## src/design/mrc_pkg.sv

```systemverilog
package mrc_pkg;

	// frame limit and count width
	localparam int MAX_FRAME = 256;
	localparam int CNT_W     = $clog2(MAX_FRAME + 1);
	localparam int NUM_WORDS = 5;

	// crc-16/modbus
	localparam logic [15:0] CRC_SEED = 16'hFFFF;
	localparam logic [15:0] CRC_POLY = 16'hA001;

	// function codes
	localparam logic [7:0] FC_READ_HOLDING  = 8'h03;
	localparam logic [7:0] FC_READ_INPUT    = 8'h04;
	localparam logic [7:0] FC_WRITE_SINGLE  = 8'h06;
	localparam logic [7:0] FC_WRITE_MULTI   = 8'h10;

	// function classes
	localparam logic [2:0] FCLS_OTHER        = 3'd0;
	localparam logic [2:0] FCLS_READ_HOLDING = 3'd1;
	localparam logic [2:0] FCLS_READ_INPUT   = 3'd2;
	localparam logic [2:0] FCLS_WRITE_SINGLE = 3'd3;
	localparam logic [2:0] FCLS_WRITE_MULTI  = 3'd4;

	localparam logic [7:0] SLAVE_ADDR_RESET = 8'd53;

	typedef struct packed {
		logic [7:0] data_byte;
		logic       last_byte;
	} in_item_t;

	typedef struct packed {
		logic        crc_ok;
		logic        address_ok;
		logic        too_short;
		logic [2:0]  function_class;
		logic [7:0]  function_code;
		logic [15:0] word_zero;
		logic [15:0] word_one;
		logic [15:0] word_two;
		logic [15:0] word_three;
		logic [15:0] word_four;
	} out_item_t;

	// one byte through the reflected crc, bit by bit
	function automatic logic [15:0] crc_absorb(input logic [15:0] crc, input logic [7:0] b);
		logic [15:0] c;
		c = crc ^ {8'h00, b};
		for (int k = 0; k < 8; k++) begin
			if (c[0]) begin
				c = (c >> 1) ^ CRC_POLY;
			end else begin
				c = c >> 1;
			end
		end
		return c;
	endfunction

	function automatic logic [2:0] classify(input logic [7:0] code);
		logic [2:0] cls;
		case (code)
			FC_READ_HOLDING: cls = FCLS_READ_HOLDING;
			FC_READ_INPUT:   cls = FCLS_READ_INPUT;
			FC_WRITE_SINGLE: cls = FCLS_WRITE_SINGLE;
			FC_WRITE_MULTI:  cls = FCLS_WRITE_MULTI;
			default:         cls = FCLS_OTHER;
		endcase
		return cls;
	endfunction

endpackage

```

## src/design/mrc_frame_track.sv

```systemverilog
module mrc_frame_track (
	input  logic              clk,
	input  logic              arst_n,
	input  logic              advance,
	input  mrc_pkg::in_item_t item,
	input  logic [7:0]        slave_address,
	output mrc_pkg::out_item_t result
);
	import mrc_pkg::*;

	logic [15:0]      crc_q;
	logic [7:0]       held0_q;
	logic [7:0]       held1_q;
	logic [CNT_W-1:0] byte_count_q;
	logic [7:0]       address_q;
	logic [7:0]       code_q;
	logic [15:0]      words_q [NUM_WORDS];

	logic [15:0]      crc_next;
	logic [15:0]      words_next [NUM_WORDS];
	logic [CNT_W-1:0] count_next;
	logic             in_window;
	logic [3:0]       offset;
	logic             below_max;

	assign below_max = byte_count_q < CNT_W'(MAX_FRAME);
	assign in_window = below_max && (byte_count_q >= CNT_W'(3)) && (byte_count_q <= CNT_W'(12));
	assign offset    = byte_count_q[3:0] - 4'd3;

	// the byte leaving the delay line enters the crc
	assign crc_next   = (byte_count_q >= CNT_W'(2)) ? crc_absorb(crc_q, held0_q) : crc_q;
	assign count_next = below_max ? byte_count_q + CNT_W'(1) : byte_count_q;

	always_comb begin
		for (int w = 0; w < NUM_WORDS; w++) begin
			words_next[w] = words_q[w];
			if (in_window && (offset[3:1] == 3'(w))) begin
				if (offset[0]) begin
					words_next[w][7:0] = item.data_byte;
				end else begin
					words_next[w][15:8] = item.data_byte;
				end
			end
		end
	end

	always_comb begin
		result = '0;
		if (byte_count_q < CNT_W'(2)) begin
			result.too_short = 1'b1;
		end else begin
			result.crc_ok         = crc_next == {held1_q, item.data_byte};
			result.address_ok     = address_q == slave_address;
			result.function_class = classify(code_q);
			result.function_code  = code_q;
			result.word_zero      = words_next[0];
			result.word_one       = words_next[1];
			result.word_two       = words_next[2];
			result.word_three     = words_next[3];
			result.word_four      = words_next[4];
		end
	end

	always_ff @(posedge clk or negedge arst_n) begin
		if (!arst_n) begin
			crc_q        <= CRC_SEED;
			held0_q      <= '0;
			held1_q      <= '0;
			byte_count_q <= '0;
			address_q    <= '0;
			code_q       <= '0;
			for (int w = 0; w < NUM_WORDS; w++) begin
				words_q[w] <= '0;
			end
		end else if (advance) begin
			if (item.last_byte) begin
				// frame done, back to a clean slate
				crc_q        <= CRC_SEED;
				held0_q      <= '0;
				held1_q      <= '0;
				byte_count_q <= '0;
				address_q    <= '0;
				code_q       <= '0;
				for (int w = 0; w < NUM_WORDS; w++) begin
					words_q[w] <= '0;
				end
			end else begin
				crc_q        <= crc_next;
				held0_q      <= held1_q;
				held1_q      <= item.data_byte;
				byte_count_q <= count_next;
				if (byte_count_q == CNT_W'(0)) begin
					address_q <= item.data_byte;
				end
				if (byte_count_q == CNT_W'(1)) begin
					code_q <= item.data_byte;
				end
				for (int w = 0; w < NUM_WORDS; w++) begin
					words_q[w] <= words_next[w];
				end
			end
		end
	end

	a_count_cleared: assert property (@(posedge clk) disable iff (!arst_n)
		advance && item.last_byte |=> byte_count_q == '0 && crc_q == CRC_SEED)
		else $error("frame state not cleared after final byte");

	a_count_bounded: assert property (@(posedge clk) disable iff (!arst_n)
		byte_count_q <= CNT_W'(MAX_FRAME))
		else $error("byte count beyond frame limit");

	a_short_flags: assert property (@(posedge clk) disable iff (!arst_n)
		result.too_short |-> !result.crc_ok && !result.address_ok
			&& result.function_class == FCLS_OTHER)
		else $error("short frame with other flags set");

endmodule

```

## src/design/modbus_rtu_response_checker_unit.sv

```systemverilog
// modbus rtu response checker: one byte per transfer, one result per frame
// a result is offered from the result register, which loads when its final byte moves on from the input register
// throughput: one byte per cycle while no final byte is blocked; the byte-wide crc update is combinational xor logic
// a held result only blocks bytes once a further final byte reaches the input register
// reset (arst_n low, asynchronous): frame state cleared, crc seed 0xffff, address 53
module modbus_rtu_response_checker_unit (
	input  logic               clk,
	input  logic               arst_n,
	// byte channel
	input  logic               byte_valid,
	output logic               byte_stall,
	input  mrc_pkg::in_item_t  byte_item,
	// result channel
	output logic               result_valid,
	input  logic               result_stall,
	output mrc_pkg::out_item_t result_item,
	// slave address register write
	input  logic               cfg_valid,
	output logic               cfg_ready,
	input  logic [7:0]         cfg_data
);
	import mrc_pkg::*;

	// input register
	logic      valid_s1;
	in_item_t  item_s1;

	// result register
	logic      result_valid_q;
	out_item_t result_q;

	logic [7:0] slave_address_q;
	logic       advance;
	out_item_t  result_next;

	// the user must write the register only while the block is idle; unchecked, so always ready
	assign cfg_ready = 1'b1;

	always_ff @(posedge clk or negedge arst_n) begin
		if (!arst_n) begin
			slave_address_q <= SLAVE_ADDR_RESET;
		end else if (cfg_valid && cfg_ready) begin
			slave_address_q <= cfg_data;
		end
	end

	// a byte in the input register moves on unless it closes a frame and the
	// result register still holds a result that is not being taken
	assign advance    = valid_s1 && (!item_s1.last_byte || !result_valid_q || !result_stall);
	assign byte_stall = valid_s1 && !advance;

	always_ff @(posedge clk or negedge arst_n) begin
		if (!arst_n) begin
			valid_s1 <= 1'b0;
		end else if (!byte_stall) begin
			valid_s1 <= byte_valid;
		end
	end

	// payload, no reset needed
	always_ff @(posedge clk) begin
		if (!byte_stall) begin
			item_s1 <= byte_item;
		end
	end

	// crc, delay line, header capture and register words
	mrc_frame_track u_track (
		.clk           (clk),
		.arst_n        (arst_n),
		.advance       (advance),
		.item          (item_s1),
		.slave_address (slave_address_q),
		.result        (result_next)
	);

	// result register: loads on the final byte of a frame, empties when taken
	always_ff @(posedge clk or negedge arst_n) begin
		if (!arst_n) begin
			result_valid_q <= 1'b0;
		end else if (advance && item_s1.last_byte) begin
			result_valid_q <= 1'b1;
		end else if (!result_stall) begin
			result_valid_q <= 1'b0;
		end
	end

	always_ff @(posedge clk) begin
		if (advance && item_s1.last_byte) begin
			result_q <= result_next;
		end
	end

	assign result_valid = result_valid_q;
	assign result_item  = result_q;

	a_stall_needs_item: assert property (@(posedge clk) disable iff (!arst_n)
		byte_stall |-> valid_s1 && item_s1.last_byte && result_valid_q)
		else $error("byte stall without a blocked final byte");

	a_final_gives_result: assert property (@(posedge clk) disable iff (!arst_n)
		advance && item_s1.last_byte |=> result_valid_q)
		else $error("final byte produced no result");

	a_no_spurious_result: assert property (@(posedge clk) disable iff (!arst_n)
		!result_valid_q && !(advance && item_s1.last_byte) |=> !result_valid_q)
		else $error("result appeared without a final byte");

endmodule
```

## config.mk

```make
export PLATFORM = sky130hd
export DESIGN_NAME = modbus_rtu_response_checker_unit
export DESIGN_NICKNAME = d
export VERILOG_FILES = /design/src/design/mrc_pkg.sv /design/src/design/mrc_frame_track.sv /design/src/design/modbus_rtu_response_checker_unit.sv
export SDC_FILE = /design/constraint.sdc
export NUM_CORES = 1
export LEC_CHECK = 0
export BUFFER_PORTS_ARGS = -buffer_cell sky130_fd_sc_hd__buf_2
export CORE_ASPECT_RATIO = 1.2
export CORE_MARGIN = 2
export CORE_UTILIZATION = 44
export CTS_CLUSTER_DIAMETER = 50
export DETAILED_ROUTE_END_ITERATION = 16
export PLACE_DENSITY = 0.67
export SLEW_MARGIN = 40
export SYNTH_ARGS = -nofsm -noshare
export SYNTH_HDL_FRONTEND = slang
export SYNTH_SLANG_ARGS = --single-unit
```

## constraint.sdc

```tcl
create_clock -name clk -period 6.99 [get_ports clk]
set_input_delay 1.398 -clock clk [delete_from_list [all_inputs] [get_ports clk]]
set_output_delay 1.398 -clock clk [all_outputs]
set_load 0.005 [all_outputs]
```

==> flow_metrics.py, run 1 <==
metrics = {
    "min_path": {
        "hold_class": "reg2reg",
        "min-delay-start": "u_track.words_q[10]",
    },
    "logic_synthesis": {
        "yosys_warnings": 0,
        "syn_area_um2": 11200,
        "syn_area_per_cell_um2": 11.4,
        "ys_ff_latch": 250,
        "syn_nets": 1007,
        "yosysSeqAreaShare_pct": 60.8,
        "yosysUniqueCellTypes": 64,
        "synth_area_leaders": "dfrtp_1 (28%), edfxtp_1 (28%), mux2i_1 (5.5%), dfstp_2 (4.7%), a22o_1 (4.4%)",
        "synth_ff_type": "dfrtp_1",
        "synthCells": 982,
        "synth_edf_count": 103,
        "synth_async_sr_flop_share_pct": 58.8,
        "synth_top_area_share_pct": 28.4,
        "synth_top_area_cell": "dfrtp_1",
    },
    "timing": {
        "hold_ws_ps": 482,
        "worst_slew_pin_slew_ps": 838,
        "max_clock_freq_mhz": 279,
        "final.min_clock_period_ps": 3590,
        "skew_ps": 15.8,
        "hold_viol": 0,
        "drv_slew": 0,
        "rsz0062_at_grt": "no",
        "tns_ps": 0,
        "finalSetupViolations": 0,
        "slew_headroom_pct": 43.8,
        "fin_ws_ps": 3400,
        "period_share_pct": 51.3,
    },
    "drt": {
        "drc": 0,
        "drt_first_pass_iters": 5,
        "antenna_left": 0,
        "vias_per_cell": 5.51,
        "via_count": 7829,
        "drtIter0Drc": 599,
        "wl_um": 25500,
        "wl_per_cell_um": 17.9,
    },
    "setup_path": {
        "cp_num_buf_inv": 3,
        "slowest_stage": "nand4_1",
        "required_ps": 5590,
        "cp_cell_sequence": "buf_2, nand4_1, inv_1, buf_2",
        "critPathMaxFanout": 11,
        "worstSetupPathType": "in2out",
        "startpoint": "result_stall",
        "cp_common_cell": "buf_2",
        "crit_path_start_kind": "input port",
        "worst_path_dominant_cell_family": "simple AND/OR/NAND/NOR gates",
        "worstSetupEndpointType": "output port",
        "rr_startpoint": "u_track.byte_count_q[0]",
        "slowest_delay_ps": 410,
        "arrival_ps": 2190,
    },
    "power_and_ir_drop": {
        "powerDensity_nw_per_um2": 340,
        "peakVddDrop_mv": 0.200,
        "power_leakage_nw": 5.60,
    },
    "global_routing": {
        "grt_pass1_wl_um": 40600,
        "grt_overflow": 0,
        "grt_max_degree": 93,
        "grt_util_all_layers_pct": 19.2,
        "grt_pass1_vias": 7606,
        "antenna_found_initial": 0,
    },
    "cts": {
        "cts-hold-fix-buffers": 0,
        "cts_tree": "done",
        "cts_root_buffer": "clkbuf_16",
        "numClockSinks": 250,
        "cts_buffers": 28,
        "insertion_delay_ps": 530,
        "path_clk_slew_ps": 60,
        "ctsResizeCount": 0,
        "post_cts_buffers": 0,
        "clock_path_buffers": 3,
        "htree_levels": 1,
    },
    "placement": {
        "gp_congestion": 0.874,
        "dp_hpwl_um": 15600,
        "preCtsSetupSlack_ps": 3220,
        "numPortBuffers": 117,
        "dpl.cell_count": 1370,
    },
    "floorplanning": {
        "die_h_um": 179,
        "die-area_um2": 26700,
        "start_util_pct": 45.0,
        "core_region_area_um2": 24800,
        "fp-row-count": 63,
        "pin_count": 119,
        "dieWidth_um": 150,
    },
    "cells_and_area": {
        "fin_nets": 1100,
        "antennaDiodeCount": 0,
        "fin_cells": 1422,
        "syn_to_final_growth_pct": 16.2,
        "n_fill_cell": 2201,
        "final_cell_mix": "nand2_1 (127), dfrtp_1 (127), buf_2 (116)",
        "drive_gt1_share_pct": 20.0,
    },
    "flow_run": {
        "cap_violations": 0,
    },
    "outcome": {
        "outcome": "finished, final reports clean",
    },
}
[worst reg2reg max path, cell delays in order (launching register included)]
cell and delay, ps:
dfrtp_1 560, ha_1 410, nor4bb_1 280, a21oi_1 70, o32ai_1 160, and2_1 480
nand3_1 520, a21o_1 430, a22o_1 260
[area by class of cell]
class | count | area [um^2] | area share [%]
flip-flops and latches | 250 | 6800 | 52.3
multi-input cells | 645 | 4060 | 31.3
clock buffers | 40 | 797 | 6.14
repair buffers | 134 | 729 | 5.61
well taps | 325 | 407 | 3.13
clock inverters | 12 | 139 | 1.07
inverters | 16 | 60.1 | 0.462
[Yosys cell counts (10+ instances only)]
cell / count
and2_1: 14
clkbuf_1: 58
o21ai_0: 54
dfstp_2: 20
a22o_1: 56
inv_1: 14
a21o_1: 10
dfrtp_1: 127
nor2_1: 94
xnor2_1: 29
edfxtp_1: 103
a21oi_1: 47
mux2i_1: 61
nand3_1: 28
nand2_1: 127
[report_power, final]
group	internal [mW]	leakage, nW	total [mW]	switching, mW
Sequential	1.73	2.94	1.87	0.136
Combinational	0.437	2.21	1.09	0.657
Clock	0.874	0.453	1.46	0.586
Total	3.04	5.60	4.42	1.38
[state kept, by name (all words and copies together) (netlist names)]
register / count
item_s1: 9
result_item: 94
result_valid: 1
slave_address_q: 8
u_track.address_q: 8
u_track.byte_count_q: 9
u_track.code_q: 8
u_track.crc_q: 16
u_track.held0_q: 8
u_track.held1_q: 8
u_track.words_q: 80
valid_s1: 1
[cells by family after synthesis]
group	share of synthesized area, %
buffers and inverters	3.01
AOI/OAI and AO/OA	14.0
muxes	6.27
xor gates and xnor gates	3.60
adders and majority gates	0.336
DFF	60.8
other	0.0335
and+or+nand+nor	12.0
[routing by layer]
metal	wire length, um	vias up	global-route usage (%)
met2	12400	268	31.9
met3	1640	65	3.12
met5	0	-	0
met4	759	0	6.23
met1	10700	3803	25.7
li1	-	3693	-
[final timing paths]
check | endpoint | slack, ps | cells past startpoint
worst min-delay path | u_track.words_q[10] | 480 | 2
worst min register to register | u_track.words_q[10] | 480 | 2
worst max-delay path | byte_stall | 3400 | 4
min in group asynchronous | slave_address_q[6] | 900 | 1
max in group asynchronous | u_track.words_q[40] | 5080 | 2
worst max register to register | u_track.words_q[30] | 3710 | 8
[through the flow]
stage | area (um^2) | total power [mW] | utilization, %
5_1_grt | 13000 | 4.65 | 52.3
3_3_place_gp | 12000 | 2.96 | 48.5
3_5_place_dp | 12000 | 2.98 | 48.5
6_report | 13000 | 4.42 | 52.3
2_1_floorplan | 11200 | 2.71 | -
4_1_cts | 13000 | 4.45 | 52.3
(Power assumes the default switching activity.)
==> run 2: changes to the inputs <==
Settings changed: ABC_AREA from default to 1, PLACE_DENSITY 0.67 to 0.66.
Clock period 6.99 ns to 3.4 ns, I/O delays scaled along.
==> run 2 against run 1 <==
  * Die area grew 3.3%
  * Synthesized cell count is 33% higher
  * Worst hold slack worse by 370 ps
  * Critical path type is now reg2reg
  * Via count up 17%
  * Sequential power is 90% higher
  * Setup slack worse by 3000 ps
  * Register-to-register slack lost 3300 ps
  * Clock power up 97%
  * Non-clock buffer count up 4
  * Critical path depth rose by 7
  * Clock skew fell by 6.5 ps
==> flow_metrics.py, run 2 <==
metrics = {
    "outcome": {
        "outcome": "finished, final reports clean",
    },
    "timing": {
        "drv_slew": 0,
        "skew_ps": 9.32,
        "slew_headroom_pct": 36.9,
        "tns_ps": 0,
        "hold_viol": 0,
        "finalSetupViolations": 0,
        "max_clock_freq_mhz": 337,
        "rsz0062_at_grt": "no",
        "period_share_pct": 87.3,
        "worst_slew_pin_slew_ps": 943,
        "final.min_clock_period_ps": 2970,
    },
    "setup_path": {
        "worstSetupEndpointType": "register",
        "arrival_ps": 3350,
        "critPathMaxFanout": 18,
        "required_ps": 3780,
        "worstSetupPathType": "reg2reg",
        "crit_path_start_kind": "register",
    },
    "floorplanning": {
        "die_h_um": 182,
        "start_util_pct": 44.3,
        "pin_count": 119,
        "die-area_um2": 27600,
        "core_region_area_um2": 26100,
        "fp-row-count": 65,
        "dieWidth_um": 152,
    },
    "cells_and_area": {
        "fin_nets": 1440,
        "antennaDiodeCount": 0,
        "final_cell_mix": "nand2_1 (258), inv_1 (253), nor2_1 (136)",
        "largest_reg_flops": 94,
        "multiInputGateArea_um2": 3620,
        "regArea_um2": 6800,
        "fin_util_pct": 51.5,
        "n_fill_cell": 2447,
        "syn_to_final_growth_pct": 16.2,
        "drive_gt1_share_pct": 15.6,
        "mostFrequentLayoutCell": "nand2_1",
    },
    "drt": {
        "wl_um": 28800,
        "drtIter0Drc": 718,
        "drt_first_pass_iters": 6,
        "via_count": 9142,
        "wl_per_cell_um": 16.3,
        "antenna_left": 0,
        "drc": 0,
        "vias_per_cell": 5.16,
    },
    "logic_synthesis": {
        "synthTopCellsByCount": "nand2_1 (259), inv_1 (256), nor2_1 (140), dfrtp_1 (127), edfxtp_1 (103)",
        "yosys_warnings": 0,
        "syn_nets": 1327,
        "yosysUniqueCellTypes": 33,
        "synth_top_area_share_pct": 27.5,
        "syn_area_um2": 11600,
        "synth_ff_type": "dfrtp_1",
        "synth_edf_count": 103,
        "syn_area_per_cell_um2": 8.88,
        "synth_top_area_cell": "dfrtp_1",
        "synth_async_sr_flop_share_pct": 58.8,
        "synth_area_leaders": "dfrtp_1 (27%), edfxtp_1 (27%), nand2_1 (8.4%), inv_1 (8.3%), dfstp_2 (4.5%)",
        "yosysSeqAreaShare_pct": 58.8,
        "synthCells": 1302,
        "ys_ff_latch": 250,
        "synth_most_common_cell": "nand2_1",
    },
    "cts": {
        "cts_tree": "done",
        "ctsResizeCount": 0,
        "insertion_delay_ps": 530,
        "cts_buffers": 27,
        "htree_levels": 1,
        "cts-hold-fix-buffers": 0,
        "numClockSinks": 250,
        "post_cts_buffers": 0,
        "path_clk_slew_ps": 60,
        "cts_root_buffer": "clkbuf_16",
        "clock_path_buffers": 3,
    },
    "global_routing": {
        "grt_pass1_vias": 9092,
        "antenna_found_initial": 0,
        "grt_overflow": 0,
        "grt_util_all_layers_pct": 20.7,
        "grt_max_degree": 104,
        "grt_pass1_wl_um": 46500,
    },
    "power_and_ir_drop": {
        "power_leakage_nw": 6.10,
        "powerDensity_nw_per_um2": 584,
        "p_total_mw": 7.85,
        "peakVddDrop_mv": 0.412,
    },
    "placement": {
        "gp_congestion": 0.842,
        "dp_hpwl_um": 19000,
        "numPortBuffers": 117,
    },
    "flow_run": {
        "cap_violations": 0,
    },
    "min_path": {
        "hold_class": "in2async",
    },
}
## run 2: cells by family after synthesis
| kind of cell | Yosys count | synth area share [%] |
|---|---|---|
| other | 1 | 0.0324 |
| adders and majority gates | 3 | 0.325 |
| xor gates and xnor gates | 6 | 0.520 |
| muxes | 4 | 0.390 |
| DFF | 250 | 58.8 |
| buffers and inverters | 311 | 10.2 |
| and+or+nand+nor | 482 | 17.0 |
| AOI/OAI and AO/OA | 245 | 12.8 |
## run 2: area by class of cell
type                       count  area share (%)
clock buffer                  37            5.53
tap                          335            3.12
inverter                     257            7.21
timing repair buffer         138            5.70
sequential                   250            50.6
multi-input combinational    741            26.9
clock inverter                12           0.922
## run 2: path summary, 6_finish.rpt
check                                   startpoint            endpoint  slack [ps]  cells past startpoint
setup / recovery           u_track.byte_count_q[0]     result_item[76]         430                     11
hold / removal                              arst_n  u_track.held0_q[7]         110                      1
max in group asynchronous                   arst_n  u_track.words_q[3]        2490                      2
setup reg to reg           u_track.byte_count_q[0]     result_item[76]         430                     11
min in group clk                      byte_item[7]          item_s1[7]         330                      1
hold reg to reg                  u_track.code_q[4]   u_track.code_q[4]         480                      2
## run 2: per-layer routing
layer,up-vias,GRT usage [%],wire length [um]
li1,4449,-,-
met1,4351,26.5,12000
met2,284,35.8,14200
met3,58,2.96,1590
met4,0,8.19,964
met5,-,0,0
## run 2: through the flow
stage               setup WS (ps)  area, um^2  std cells  hold slack, ps
global route                  230       13400       1770             150
CTS                           482       13400       1770             129
floorplan                    3.11       11600       1302             384
global placement              609       12600       1721             468
finish                        430       13400       1770             112
detailed placement            521       12600       1721             474
## run 2: worst max-delay path, cell delays in order (launching register included)
cell,delay (ps)
dfrtp_1,390
buf_4,190
ha_1,220
nand2_1,100
nand2_1,120
inv_1,120
nand3_1,100
nor2_2,690
nand2_1,420
a22oi_1,280
inv_1,80
nor2_1,120
## run 2: power breakdown
| group | switching (mW) | internal (mW) |
|---|---|---|
| logic | 1.00 | 0.425 |
| clock network | 1.18 | 1.68 |
| registers | 0.162 | 3.40 |
